### src/rtl/irs_pkg.sv
`timescale 1ns / 1ps
// ----------------------------------------------------------------------------
// irs_pkg
// Types and codes shared by the I2C register access sequencer: poll and result
// beat layouts, bus action codes, request kinds, finish codes, phase encoding.
// ----------------------------------------------------------------------------
package irs_pkg;

  localparam logic [3:0] RETRY_LIMIT_RST = 4'd3;

  typedef enum logic [2:0] {
    ACT_NONE   = 3'd0,
    ACT_START  = 3'd1,
    ACT_TX     = 3'd2,
    ACT_RSTART = 3'd3,
    ACT_RCEN   = 3'd4,
    ACT_NACK   = 3'd5,
    ACT_STOP   = 3'd6
  } action_t;

  localparam logic [1:0] KIND_NONE  = 2'd0;
  localparam logic [1:0] KIND_WRITE = 2'd1;
  localparam logic [1:0] KIND_READ  = 2'd2;

  localparam logic [1:0] FIN_NONE = 2'd0;
  localparam logic [1:0] FIN_OK   = 2'd1;
  localparam logic [1:0] FIN_ERR  = 2'd2;

  typedef enum logic [16:0] {
    PH_IDLE       = 17'h00001,
    PH_START      = 17'h00002,
    PH_ADDR_W     = 17'h00004,
    PH_ADDR_ACK   = 17'h00008,
    PH_REG_ACK    = 17'h00010,
    PH_RSTART     = 17'h00020,
    PH_ADDR_R     = 17'h00040,
    PH_ADDR_R_ACK = 17'h00080,
    PH_RCEN       = 17'h00100,
    PH_RX_WAIT    = 17'h00200,
    PH_NACK_WAIT  = 17'h00400,
    PH_STOP       = 17'h00800,
    PH_STOP_WAIT  = 17'h01000,
    PH_ERR_STOP   = 17'h02000,
    PH_ERR_WAIT   = 17'h04000,
    PH_RETRY_STOP = 17'h08000,
    PH_RETRY_WAIT = 17'h10000
  } phase_t;

  typedef struct packed {
    logic [1:0] mode;
    logic [6:0] device_addr;
    logic [7:0] reg_addr;
    logic [7:0] write_data;
    logic       event_done;
    logic       nack;
    logic [7:0] rx_byte;
  } in_beat_t;

  typedef struct packed {
    logic [2:0] action;
    logic [7:0] tx_byte;
    logic       busy_res;
    logic [1:0] finish_status;
    logic [7:0] read_data;
    logic       read_valid;
  } out_beat_t;

endpackage

### src/rtl/irs_seq.sv
`timescale 1ns / 1ps
// ----------------------------------------------------------------------------
// irs_seq
// Transaction state of the sequencer: phase, held request, retry count,
// latched bus event and captured read byte. Computes the result of one poll
// and advances the state when the poll beat is taken.
// ----------------------------------------------------------------------------
module irs_seq import irs_pkg::*; (
  input  logic       clk,
  input  logic       rst_n,
  input  logic       step_en,
  input  in_beat_t   poll,
  input  logic       cfg_wr_en,
  input  logic [3:0] cfg_wr_data,
  output out_beat_t  res
);

  phase_t     phase_r,   phase_nxt;
  logic [1:0] kind_r,    kind_nxt;
  logic [6:0] dev_r,     dev_nxt;
  logic [7:0] reg_r,     reg_nxt;
  logic [7:0] data_r,    data_nxt;
  logic [3:0] retry_r,   retry_nxt;
  logic       done_r,    done_nxt;
  logic [7:0] capt_r,    capt_nxt;
  logic [3:0] limit_r;

  always_comb begin
    logic    take_req;
    action_t act;
    logic [7:0] tx;
    logic [1:0] fin;
    logic    rv;

    take_req = (kind_r == KIND_NONE) &&
               ((poll.mode == KIND_WRITE) || (poll.mode == KIND_READ));
    kind_nxt = take_req ? poll.mode        : kind_r;
    dev_nxt  = take_req ? poll.device_addr : dev_r;
    reg_nxt  = take_req ? poll.reg_addr    : reg_r;
    data_nxt = take_req ? poll.write_data  : data_r;
    done_nxt = done_r | poll.event_done;
    retry_nxt = retry_r;
    capt_nxt  = capt_r;
    phase_nxt = phase_r;
    act = ACT_NONE;
    tx  = 8'h00;
    fin = FIN_NONE;
    rv  = 1'b0;

    unique case (phase_r)
      PH_IDLE: begin
        if (kind_nxt != KIND_NONE) phase_nxt = PH_START;
      end
      PH_START: begin
        act = ACT_START;
        phase_nxt = PH_ADDR_W;
      end
      PH_ADDR_W: begin
        if (done_nxt) begin
          done_nxt = 1'b0;
          act = ACT_TX;
          tx = {dev_nxt, 1'b0};
          phase_nxt = PH_ADDR_ACK;
        end
      end
      PH_ADDR_ACK: begin
        if (done_nxt) begin
          done_nxt = 1'b0;
          if (poll.nack) begin
            phase_nxt = (retry_r < limit_r) ? PH_RETRY_STOP : PH_ERR_STOP;
          end else begin
            retry_nxt = 4'd0;
            act = ACT_TX;
            tx = reg_nxt;
            phase_nxt = PH_REG_ACK;
          end
        end
      end
      PH_REG_ACK: begin
        if (done_nxt) begin
          done_nxt = 1'b0;
          if (poll.nack) begin
            phase_nxt = PH_ERR_STOP;
          end else if (kind_nxt == KIND_READ) begin
            phase_nxt = PH_RSTART;
          end else begin
            act = ACT_TX;
            tx = data_nxt;
            phase_nxt = PH_STOP;
          end
        end
      end
      PH_RSTART: begin
        act = ACT_RSTART;
        phase_nxt = PH_ADDR_R;
      end
      PH_ADDR_R: begin
        if (done_nxt) begin
          done_nxt = 1'b0;
          act = ACT_TX;
          tx = {dev_nxt, 1'b1};
          phase_nxt = PH_ADDR_R_ACK;
        end
      end
      PH_ADDR_R_ACK: begin
        if (done_nxt) begin
          done_nxt = 1'b0;
          phase_nxt = poll.nack ? PH_ERR_STOP : PH_RCEN;
        end
      end
      PH_RCEN: begin
        act = ACT_RCEN;
        phase_nxt = PH_RX_WAIT;
      end
      PH_RX_WAIT: begin
        if (done_nxt) begin
          done_nxt = 1'b0;
          capt_nxt = poll.rx_byte;
          rv = 1'b1;
          act = ACT_NACK;
          phase_nxt = PH_NACK_WAIT;
        end
      end
      PH_NACK_WAIT: begin
        if (done_nxt) begin
          done_nxt = 1'b0;
          phase_nxt = PH_STOP;
        end
      end
      PH_STOP: begin
        act = ACT_STOP;
        phase_nxt = PH_STOP_WAIT;
      end
      PH_STOP_WAIT: begin
        if (done_nxt) begin
          done_nxt = 1'b0;
          phase_nxt = PH_IDLE;
          kind_nxt = KIND_NONE;
          fin = FIN_OK;
        end
      end
      PH_ERR_STOP: begin
        act = ACT_STOP;
        phase_nxt = PH_ERR_WAIT;
      end
      PH_ERR_WAIT: begin
        if (done_nxt) begin
          done_nxt = 1'b0;
          phase_nxt = PH_IDLE;
          retry_nxt = 4'd0;
          kind_nxt = KIND_NONE;
          fin = FIN_ERR;
        end
      end
      PH_RETRY_STOP: begin
        act = ACT_STOP;
        phase_nxt = PH_RETRY_WAIT;
        retry_nxt = retry_r + 4'd1;
      end
      PH_RETRY_WAIT: begin
        // restart from idle with the held request on the next poll
        if (done_nxt) begin
          done_nxt = 1'b0;
          phase_nxt = PH_IDLE;
        end
      end
      default: begin
        phase_nxt = PH_IDLE;
      end
    endcase

    res.action        = act;
    res.tx_byte       = tx;
    res.busy_res      = (kind_nxt != KIND_NONE);
    res.finish_status = fin;
    res.read_data     = capt_nxt;
    res.read_valid    = rv;
  end

  always_ff @(posedge clk) begin
    if (!rst_n) begin
      phase_r <= PH_IDLE;
      kind_r  <= KIND_NONE;
      dev_r   <= 7'd0;
      reg_r   <= 8'd0;
      data_r  <= 8'd0;
      retry_r <= 4'd0;
      done_r  <= 1'b0;
      capt_r  <= 8'd0;
    end else if (step_en) begin
      phase_r <= phase_nxt;
      kind_r  <= kind_nxt;
      dev_r   <= dev_nxt;
      reg_r   <= reg_nxt;
      data_r  <= data_nxt;
      retry_r <= retry_nxt;
      done_r  <= done_nxt;
      capt_r  <= capt_nxt;
    end
  end

  always_ff @(posedge clk) begin
    if (!rst_n) begin
      limit_r <= RETRY_LIMIT_RST;
    end else if (cfg_wr_en) begin
      limit_r <= cfg_wr_data;
    end
  end

endmodule

### src/rtl/i2c_register_access_sequencer.sv
`timescale 1ns / 1ps
// ----------------------------------------------------------------------------
// i2c_register_access_sequencer
// Steps one I2C single-register write or read over a byte-level bus engine,
// one phase per poll beat, with address-NACK retry and error stop.
// ----------------------------------------------------------------------------
// Output: the result beat of a poll is in the output register in the cycle
//   after the poll is taken.
// Throughput: one poll per clock; the poll side stalls only while a result
//   waits in the output register and the result side stalls.
// Reset (rst_n low, synchronous): idle phase, no request held, retry limit 3,
//   output register empty.
module i2c_register_access_sequencer import irs_pkg::*; (
  input  logic       clk,
  input  logic       rst_n,
  input  logic       in_valid,
  output logic       in_stall,
  input  in_beat_t   in_data,
  output logic       out_valid,
  input  logic       out_stall,
  output out_beat_t  out_data,
  input  logic       cfg_wr_en,
  input  logic [3:0] cfg_wr_data
);

  logic      out_valid_r, out_valid_nxt;
  out_beat_t out_data_r;
  out_beat_t step_res;
  logic      in_take;

  // take a poll whenever the output register is empty or drains this cycle
  assign in_stall = out_valid_r && out_stall;
  assign in_take  = in_valid && !in_stall;

  irs_seq u_seq (
    .clk         (clk),
    .rst_n       (rst_n),
    .step_en     (in_take),
    .poll        (in_data),
    .cfg_wr_en   (cfg_wr_en),
    .cfg_wr_data (cfg_wr_data),
    .res         (step_res)
  );

  always_comb begin
    out_valid_nxt = out_valid_r;
    if (in_take) begin
      out_valid_nxt = 1'b1;
    end else if (!out_stall) begin
      out_valid_nxt = 1'b0;
    end
  end

  always_ff @(posedge clk) begin
    if (!rst_n) begin
      out_valid_r <= 1'b0;
    end else begin
      out_valid_r <= out_valid_nxt;
    end
  end

  always_ff @(posedge clk) begin
    if (in_take) begin
      out_data_r <= step_res;
    end
  end

  assign out_valid = out_valid_r;
  assign out_data  = out_data_r;

  a_stall_only_when_full: assert property (@(posedge clk) disable iff (!rst_n)
    in_stall |-> out_valid_r)
    else $error("poll stalled with empty output register");

  a_read_with_nack: assert property (@(posedge clk) disable iff (!rst_n)
    (out_valid_r && out_data_r.read_valid) |-> (out_data_r.action == ACT_NACK))
    else $error("read byte captured without NACK action");

  a_tx_zero: assert property (@(posedge clk) disable iff (!rst_n)
    (out_valid_r && (out_data_r.action != ACT_TX)) |-> (out_data_r.tx_byte == 8'h00))
    else $error("tx byte set on non-transmit beat");

  a_finish_idle: assert property (@(posedge clk) disable iff (!rst_n)
    (out_valid_r && (out_data_r.finish_status != FIN_NONE)) |->
      (!out_data_r.busy_res && (out_data_r.action == ACT_NONE)))
    else $error("finish reported while busy or acting");

endmodule

### config.mk
export PLATFORM = sky130hd
export DESIGN_NAME = i2c_register_access_sequencer
export DESIGN_NICKNAME = d
export VERILOG_FILES = /design/src/rtl/irs_pkg.sv /design/src/rtl/irs_seq.sv /design/src/rtl/i2c_register_access_sequencer.sv
export SDC_FILE = /design/constraint.sdc
export NUM_CORES = 1
export LEC_CHECK = 0
export BUFFER_PORTS_ARGS = -buffer_cell sky130_fd_sc_hd__buf_4
export CORE_ASPECT_RATIO = 2
export CORE_UTILIZATION = 51
export DETAILED_ROUTE_END_ITERATION = 7
export HOLD_SLACK_MARGIN = 0.08
export MAX_ROUTING_LAYER = met4
export PLACE_DENSITY = 0.72
export REMOVE_ABC_BUFFERS = 1
export SLEW_MARGIN = 10
export SYNTH_ARGS = -nofsm -noshare
export SYNTH_HDL_FRONTEND = slang
export SYNTH_HIERARCHICAL = 1
export SYNTH_SLANG_ARGS = --single-unit
export TNS_END_PERCENT = 30
### constraint.sdc
create_clock -name clk -period 2.69 [get_ports clk]
set_input_delay 0.538 -clock clk [delete_from_list [all_inputs] [get_ports clk]]
set_output_delay 0.538 -clock clk [all_outputs]
set_load 0.005 [all_outputs]
* Yosys cells after proc, flatten, opt, wreduce, memory -nomap -nowiden
Cells that the tools add are included.
Storage, ports and cells: bits in registers 83, bits of input ports 44, output and inout bits 25, logic and storage cells 117
Cells by class: add/sub/neg operators 1, magnitude comparators 1, equal/unequal tests 32, multiplexer cells 50, bitwise logic cells 1, reductions and logical operators 16
Operators by type and width (number):
- $pmux 17 s15 | 1
- $mux 17 | 11
- $mux 8 | 11
- $pmux 8 s4 | 1
- $pmux 3 s8 | 1
- $ne 2x1->1 const B | 11
- $eq 17x1->1 const B | 1
- $eq 17x10->1 const B | 1
- $eq 17x11->1 const B | 1
- $eq 17x12->1 const B | 1
- $eq 17x13->1 const B | 1
- $eq 17x14->1 const B | 1
- $eq 17x15->1 const B | 1
- $eq 17x16->1 const B | 1
- $eq 17x17->1 const B | 1
- $eq 17x2->1 const B | 1
- $eq 17x3->1 const B | 1
- $eq 17x4->1 const B | 1
- $eq 17x5->1 const B | 1
- $eq 17x6->1 const B | 1
- $eq 17x7->1 const B | 1
- $eq 17x8->1 const B | 1
- $eq 17x9->1 const B | 1
- $mux 16 | 1
- 26 further kinds | 47

* Logic depth before layout (Yosys ltp)
Gate-level depths: netlist of the first run.
depth in word-level cells 9, depth in mapped cells 9, mapped depth without buffers 7

* Cells and area by module
Netlist of the first run, hierarchy kept.
By module, submodules not included:
- irs_seq | instances 1, cells an instance 487, area each 3681.0 um^2, seq. area each 1181.1 um^2
- i2c_register_access_sequencer | instances 1, cells an instance 27, area each 733.2 um^2, seq. area each 710.7 um^2

* Worst setup path before layout of the first run
Ideal clock, no wire load.
kind in2reg, start input port out_stall, end register u_seq.data_r[3], setup time 0.070 ns, arrival time 2.867 ns, required time 2.620 ns, setup slack -0.247 ns, cell stages on the path 8, path through and2_4 > nor2b_1 > buf_4 > and2_0 > clkbuf_1 > clkbuf_1 > nand2_1 > a21oi_1
On the way: word-level cells in the longest chain between the ends 3
Ends and longest elaborated chain:
- start: declaration | RTL line i2c_register_access_sequencer.sv:20 | input logic out_stall,
- $logic_and 1x1->1 | RTL line i2c_register_access_sequencer.sv:32 | assign in_stall = out_valid_r && out_stall;
- $logic_not 1->1 | RTL line i2c_register_access_sequencer.sv:33 | assign in_take = in_valid && !in_stall;
- $logic_and 1x1->1 | RTL line i2c_register_access_sequencer.sv:33
- named net in_take | RTL line i2c_register_access_sequencer.sv:29 | logic in_take;
- end signal: assignment | RTL line irs_seq.sv:195 | data_r <= data_nxt;
- end: declaration | RTL line irs_seq.sv:22 | logic [7:0] data_r, data_nxt;
The timed path passes the listed nets, and every way through them passes these cells. A chain may end at the register's enable or synchronous reset.

* Final worst setup path of the first run
start register u_seq.phase_r[12], end register u_seq.retry_r[3]
On the way: word-level cells in the longest chain between the ends 3
Ends and longest elaborated chain:
- start: declaration | RTL line irs_seq.sv:18 | phase_t phase_r, phase_nxt;
- start signal: assignment | RTL line irs_seq.sv:191 | phase_r <= phase_nxt;
- $eq 17x15->1, or another cell as far along | RTL line irs_seq.sv:50 | unique case (phase_r)
- $ne 2x1->1 (no line), or another cell as far along
- $reduce_and 5->1 (no line)
- end signal: assignment | RTL line irs_seq.sv:196 | retry_r <= retry_nxt;
- end: declaration | RTL line irs_seq.sv:23 | logic [3:0] retry_r, retry_nxt;
Several ways; a longest one is shown, not always the timed one.

==> reports/metrics.cfg, run 1 <==
[detailed_routing]
routed.top_layer=met4
met2WireLength_um=6490
m1WireLength_um=4180
vias_per_cell=5.92
dr_total_vias=4122
antenna_left=0
met3_length_um=577
drt-total-wl_um=11900
drt_iter0_drc=346
dr.pass1.iters=5
post_drt_wl_per_cell_um=17.1
route.detailed.drc=0

[final_layout]
drive_above_1_share_pct=25.3
finalNonFillerCells=696
multiInputGateArea_um2=2260
n_fill_cell=735
stdcell_area_um2=5400
area.sequential_um2=1890
fin_nets=641
area_delta_synth_final_pct=22.4
antenna_cells=0
post-route-util_pct=64.7

[critical_path]
worstSetupEndpointType=flip-flop
cp.arrival_ps=2790
r2r_slack_ps=130
r2r-end=u_seq/retry_r[3]$_SDFFE_PN0P_
cpMostUsedCell=or4_4
worst_r2r_path_depth=6
critPathSlowestCell=or4_4
r2r_start=u_seq/phase_r[12]$_SDFFE_PN0P_
cp.required_ps=2920
criticalPathCategory=flip-flop to flip-flop
crit_chain=or4_4 > or4_4 > or3_4 > o22ai_4 > a21oi_1 > a41o_1
startpoint_type=flip-flop
cp_max_fo=10
max_stage_delay_ps=580

[cts]
post_cts_buffers=0
clockBufferDepth=2
cts_tree=built
cts_root_buf=clkbuf_16
clkLatencyLatePin_ps=340
clock-sinks=83
htree_levels=3
cts_inserted_buffers=9
clkTransAtPathRegs_ps=60

[logic_synthesis]
netlist_area_um2=4410
synth.avg_cell_area_um2=8.59
async_flop_share_pct=0
synth-main-ff-cell=dfxtp_1
synth.yosys.seq_area_share_pct=42.9
yosys_warnings=6
ys_ff_latch=83
synth-edff-count=23
synthDistinctLibCells=59
synthCells=514

[hold_path]
hold_path_depth=2
min-delay-start=in_valid
min_to=out_valid$_SDFFE_PN0P_
min_path_type=input pin to flip-flop

[die]
die_area_um2=9050
ios=69
start_util_pct=52.9
dieWidth_um=67.8
die_y_um=134
fp.coreArea_um2=8350
fp-row-count=47

[sta]
period_share_pct=95.3
setup_violations=0
worstMarginPinSlew_ps=711
slew_headroom_pct=52.5
min_period_ps=2560
drv_slew=0
rsz0062_at_grt=false
hold_violations=0
fin_setup_tns_ps=0
clock_skew_ps=5.70
worst_slack_ps=127
whs_ps=417
fmax_mhz=390

[power_and_ir_drop]
intPower_mw=2.25
pwr-share-comb_pct=15.6
pwr-share-seq_pct=45.0
power_density_nw_per_um2=562
clockPowerShare_pct=39.4
swShare_pct=25.8
ir_drop_mv=0.347
leakagePower_nw=2.13
finalPower_mw=3.04
netSwitchingPower_mw=0.784

[placement]
postPlaceCellArea_um2=5110
io_buffers=68
place.gp.congestion=0.949
dp.cells=680
hpwl_um=8540
pre_cts_slack_ps=26.1

[run_status]
status=completed

[run]
cap_violations=0

[global_route]
antenna_found_initial=0
first_global_vias=3991
grt_max_degree=37
grtUsageTotal_pct=29.1
grt_pass1_wl_um=19000
gr-total-overflow=0

-- cells in the mapped netlist, types with 3 or more instances --
cell,number,area (µm²)
nand2_1,137,514
a21oi_1,68,340
dfxtp_1,60,1200
edfxtp_1,23,691
clkbuf_1,22,82.6
mux2i_1,17,170
nand3_1,16,80.1
nor2_1,14,52.6
o31a_1,10,87.6
mux2_2,8,90.1
nand2b_1,8,50.1
nor4_1,8,50.1
nor3b_1,7,52.6
o21ai_0,7,35.0
clkbuf_8,6,82.6
nor3_1,6,30.0
or4_1,6,45.0
xnor2_1,6,52.6
a211oi_1,5,37.5
buf_6,5,56.3
inv_1,5,18.8
nand4_1,5,31.3
buf_2,4,20.0
ha_1,4,50.1
nand3b_1,4,30.0
nor2b_1,4,25.0
or3_1,4,25.0
and2_1,3,18.8
-- worst max path at each step --
stage	start	end	slack, ps	cells after the start
after detailed placement	u_seq/phase_r[7]$_SDFFE_PN0P_	u_seq/phase_r[8]$_SDFFE_PN0P_	30	7
after floorplan	out_stall	u_seq/data_r[0]$_SDFFE_PN0P_	-950	5
after global routing	u_seq/phase_r[5]$_SDFFE_PN0P_	u_seq/capt_r[0]$_SDFFE_PN0P_	30	7
after CTS	u_seq/phase_r[7]$_SDFFE_PN0P_	u_seq/phase_r[8]$_SDFFE_PN0P_	30	7
final	u_seq/phase_r[12]$_SDFFE_PN0P_	u_seq/retry_r[3]$_SDFFE_PN0P_	130	6
after global placement	u_seq/phase_r[12]$_SDFFE_PN0P_	out_data[15]$_DFFE_PP_	100	5
-- placed cells by master, fill, tap and decap left out, types with 8 or more instances in the layout --
cell type  count
a21oi_1       68
buf_4        106
clkbuf_16      9
dfxtp_1       60
edfxtp_1      23
mux2_2         8
mux2i_1       17
nand2_1      137
nand2b_1       8
nand3_1       16
nor2_1        14
nor4_1         8
o31a_1        10
-- critical path, delay by kind of cell, from the launching register on --
kind / cells / cell delay [ps]
AOI/OAI and AO/OA: 3 / 490
DFF: 1 / 330
and+or+nand+nor: 3 / 1620
-- cell type report --
| type | instances | share of cell area (%) |
|---|---|---|
| multi-input cells | 386 | 41.9 |
| repair buffers | 107 | 15.1 |
| well taps | 98 | 2.27 |
| clock inverters | 6 | 1.04 |
| clock buffers | 10 | 4.24 |
| inverters | 6 | 0.417 |
| flip-flops and latches | 83 | 35.0 |
-- power by group through the flow --
stage | Clock [mW] | Combinational [mW] | Sequential (mW)
2_1_floorplan | 0 | 0.230 | 1.40
3_3_place_gp | 0 | 0.457 | 1.39
3_5_place_dp | 0 | 0.466 | 1.39
4_1_cts | 1.21 | 0.469 | 1.37
5_1_grt | 1.26 | 0.515 | 1.37
6_report | 1.19 | 0.474 | 1.37
-- registers in the layout, indices dropped and copies added (netlist names), 2 cells and up --
signal / flops
u_seq/phase_r: 17
u_seq/capt_r: 8
u_seq/kind_r: 2
u_seq/reg_r: 8
u_seq/limit_r: 4
out_data: 23
u_seq/retry_r: 4
u_seq/data_r: 8
u_seq/dev_r: 7
-- cell families after synthesis --
logic type	count (synthesis)	synth area share, %
AND/OR/NAND/NOR	242	27.2
AO/OA/AOI/OAI	107	15.0
flip-flops	83	42.9
buffers and inverters	45	6.32
multiplexers	25	5.90
XOR/XNOR	8	1.59
adder cells (fa/ha/maj)	4	1.13
-- what timing repair did --
item                       CTS  global route
setup endpoints to repair    0            13
resized for setup            0             2
hold buffers                 0             0
-- per-layer routing --
| metal | vias to the layer above | track usage [%] |
|---|---|---|
| met1 | 1950 | 28.6 |
| met4 | 0 | 17.1 |
| li1 | 1975 | - |
| met5 | - | - |
| met2 | 158 | 51.5 |
| met3 | 39 | 4.11 |
Note: power is estimated with default switching activity, not from simulation.
==> inputs of run 2 (changes only) <==
CORE_MARGIN = 2   (was default)
==> reports/metrics.cfg, run 2 (synthesis gave the netlist of run 1 again) <==
[placement]
io_buffers=68
dp.cells=683
pre_cts_slack_ps=73.9
postPlaceCellArea_um2=5130
place.gp.congestion=0.994
hpwl_um=8580

[final_layout]
largest_reg_flops=23
finalNonFillerCells=699
area_delta_synth_final_pct=23.4
drive_above_1_share_pct=25.0
antenna_cells=0
fin_nets=642
layout_common_cells=nand2_1, buf_4, a21oi_1
final_common_cell=nand2_1
stdcell_area_um2=5450

[die]
fp.coreArea_um2=8530
dieWidth_um=69.8
die_y_um=136
fp-row-count=48
ios=69
start_util_pct=51.8
die_area_um2=9460

[cts]
post_cts_buffers=0
clkTransAtPathRegs_ps=50
htree_levels=3
cts_root_buf=clkbuf_16
clock-sinks=83
cts_tree=built
cts_inserted_buffers=9
clockBufferDepth=2
clkLatencyLatePin_ps=340

[critical_path]
worstSetupPathDepth=6
startpoint_type=flip-flop
worst_r2r_path_depth=6
crit_family=simple AND/OR/NAND/NOR gates
cp.buffers_inverters=0
criticalPathCategory=flip-flop to flip-flop
cp.arrival_ps=2770
cp_max_fo=10
crit_chain=or4_1 > or4_4 > or3_4 > o22ai_4 > a21oi_1 > a41o_1
cp.required_ps=2920
max_stage_delay_ps=610
critPathSlowestCell=or4_1
r2r_slack_ps=140
worstSetupEndpointType=flip-flop

[sta]
worst_slack_ps=141
setup_violations=0
clock_skew_ps=6.25
hold_violations=0
slew_headroom_pct=52.0
fmax_mhz=392
min_period_ps=2550
whs_ps=422
drv_slew=0
worstMarginPinSlew_ps=720
period_share_pct=94.7
rsz0062_at_grt=false

[detailed_routing]
drt-total-wl_um=11800
vias_per_cell=5.83
drt_iter0_drc=286
dr_total_vias=4075
antenna_left=0
route.detailed.drc=0
dr.pass1.iters=5
post_drt_wl_per_cell_um=16.9

[global_route]
grt_pass1_wl_um=19100
first_global_vias=4087
grt_max_degree=42
gr-total-overflow=0
grtUsageTotal_pct=26.1
antenna_found_initial=0

[power_and_ir_drop]
power_density_nw_per_um2=581
finalPower_mw=3.17
leakagePower_nw=2.15
ir_drop_mv=0.424

[run]
cap_violations=0

[run_status]
status=completed

[hold_path]
hold_path_depth=3
min_path_type=input pin to flip-flop

run 2: report_power, final:
part           internal, mW  switching, mW  total (mW)
combinational         0.219          0.276       0.495
clock                 0.840          0.470        1.31
sequential             1.34         0.0243        1.36
run 2: path summary, 6_finish.rpt:
path	start	to
max	u_seq/phase_r[5]$_SDFFE_PN0P_	u_seq/retry_r[3]$_SDFFE_PN0P_
min	cfg_wr_data[0]	u_seq/limit_r[0]$_SDFFE_PN1P_
max reg2reg	u_seq/phase_r[5]$_SDFFE_PN0P_	u_seq/retry_r[3]$_SDFFE_PN0P_
min reg2reg	u_seq/capt_r[0]$_SDFFE_PN0P_	u_seq/capt_r[0]$_SDFFE_PN0P_
run 2: area by class of cell:
class,instances,area [µm²]
inverter,6,22.5
timing repair buffer,108,836
clock buffer,14,254
fill,730,3080
clock inverter,2,60.1
multi-input combinational,386,2260
tap,100,125
sequential,83,1890
run 2: what timing repair did:
| action | 4_1_cts | 5_1_grt |
|---|---|---|
| hold buffers | 0 | 0 |
| gates resized for setup | 0 | 1 |
| setup endpoints to repair | 0 | 2 |
run 2: metal layers:
metal / vias to the layer above / wire (µm) / GRT usage, %
met5: - / 0 / -
met4: 0 / 633 / 15.6
met3: 43 / 572 / 4.09
met2: 141 / 6460 / 46.9
met1: 1921 / 4140 / 26.1
li1: 1970 / - / -
run 2: worst reg2reg max path: stages, from the launching register on:
cell and delay [ps]:
dfxtp_1 310, or4_1 610, or4_4 570, or3_4 480, o22ai_4 170, a21oi_1 100, a41o_1 200
run 2: per-stage QoR:
stage | TNS [ps] | utilization, %
3_5_place_dp | 0 | 60.2
6_report | 0 | 63.9
5_1_grt | 0 | 63.9
2_1_floorplan | -40950 | -
4_1_cts | 0 | 63.8
3_3_place_gp | 0 | 60.2
==> inputs of run 3 (changes only) <==
CELL_PAD_IN_SITES_DETAIL_PLACEMENT = 0   (was default)
CELL_PAD_IN_SITES_GLOBAL_PLACEMENT = 1   (was default)
CORE_UTILIZATION = 39   (was 51)
PLACE_DENSITY = 0.73   (was 0.72)
SKIP_LAST_GASP = 1   (was default)
==> reports/metrics.cfg, run 3 (synthesis gave the netlist of run 1 again) <==
[global_route]
grtUsageTotal_pct=19.6
gr-total-overflow=0
antenna_found_initial=0
first_global_vias=3660
grt_max_degree=42
grt_pass1_wl_um=18400

[cts]
htree_levels=3
clockBufferDepth=2
holdBufCountCts=0
cts_resized=0
cts_inserted_buffers=9
clkTransAtPathRegs_ps=60
clock-sinks=83
cts_root_buf=clkbuf_16
cts_tree=built
post_cts_buffers=0
clkLatencyLatePin_ps=340

[die]
die_y_um=154
dieWidth_um=79.2
start_util_pct=39.6
fp.coreArea_um2=11100
fp-row-count=55
ios=69
die_area_um2=12200

[sta]
worstMarginPinSlew_ps=542
setup_violations=0
worst_slack_ps=129
rsz0062_at_grt=false
fin_setup_tns_ps=0
whs_ps=422
hold_violations=0
fmax_mhz=390
min_period_ps=2560
clock_skew_ps=9.74
slew_headroom_pct=63.7
drv_slew=0
period_share_pct=95.2

[detailed_routing]
drt-total-wl_um=11500
dr_total_vias=3898
dr.pass1.iters=5
route.detailed.drc=0
post_drt_wl_per_cell_um=15.5
drt_iter0_drc=263
antenna_left=0
vias_per_cell=5.25

[critical_path]
cp.required_ps=2890
cp.arrival_ps=2760
cp_max_fo=8
startpoint_type=flip-flop
worstSetupEndpointType=flip-flop
criticalPathCategory=flip-flop to flip-flop

[final_layout]
finalNonFillerCells=743
layout_common_cells=nand2_1, buf_4, a21oi_1
stdcell_area_um2=5490
n_fill_cell=1130
fin_nets=644
area_delta_synth_final_pct=24.4
area.sequential_um2=1890
post-route-util_pct=49.3
largest_reg_flops=23
antenna_cells=0
final_common_cell=nand2_1
drive_above_1_share_pct=25.5
multiInputGateArea_um2=2260

[power_and_ir_drop]
leakagePower_nw=2.13
power_density_nw_per_um2=558
finalPower_mw=3.07
ir_drop_mv=0.369

[run]
cap_violations=0

[placement]
io_buffers=68
postPlaceCellArea_um2=5200
place.gp.congestion=0.904
dp.cells=727
pre_cts_slack_ps=146
hpwl_um=7940

[run_status]
status=completed

[hold_path]
min_path_type=input pin to flip-flop

## run 3: changes by cell type in the layout (fill, tap and decap cells not counted), sizes merged
cell | previous run | this run
buf | 108 | 110
clkinvlp | 0 | 3
clkbuf | 14 | 11
bufinv | 2 | 1
inv | 6 | 7
## run 3: cell type report
cell class / count / share of cell area [%]
well taps: 142 / 3.23
multi-input cells: 386 / 41.1
repair buffers: 110 / 15.5
flip-flops and latches: 83 / 34.4
clock buffers: 11 / 4.24
inverters: 6 / 0.410
clock inverters: 5 / 1.12
## run 3: worst paths after layout
| path | from | endpoint | slack [ps] | cells after the start |
|---|---|---|---|---|
| setup / recovery | u_seq/phase_r[12]$_SDFFE_PN0P_ | out_data[18]$_DFFE_PP_ | 130 | 6 |
| hold / removal | cfg_wr_data[0] | u_seq/limit_r[0]$_SDFFE_PN1P_ | 420 | 3 |
| setup reg to reg | u_seq/phase_r[12]$_SDFFE_PN0P_ | out_data[18]$_DFFE_PP_ | 130 | 6 |
| hold reg to reg | u_seq/capt_r[6]$_SDFFE_PN0P_ | u_seq/capt_r[6]$_SDFFE_PN0P_ | 450 | 2 |
## run 3: critical path, cell delays in order (launching register included)
cell,delay (ps)
dfxtp_1,320
or4_4,570
or4_4,590
or4_1,480
buf_4,190
a21oi_1,140
o31a_1,150
## run 3: layer usage
layer	global-route usage [%]	routed length, µm	up-vias
met3	3.21	406	14
met4	6.49	197	0
met1	25.3	5310	1828
met2	31.0	5600	77
met5	-	0	-
li1	-	-	1979
## run 3: report_power, final
part,switching [mW],total [mW],internal [mW]
Sequential,0.0297,1.37,1.34
Clock,0.502,1.23,0.723
Combinational,0.268,0.474,0.206
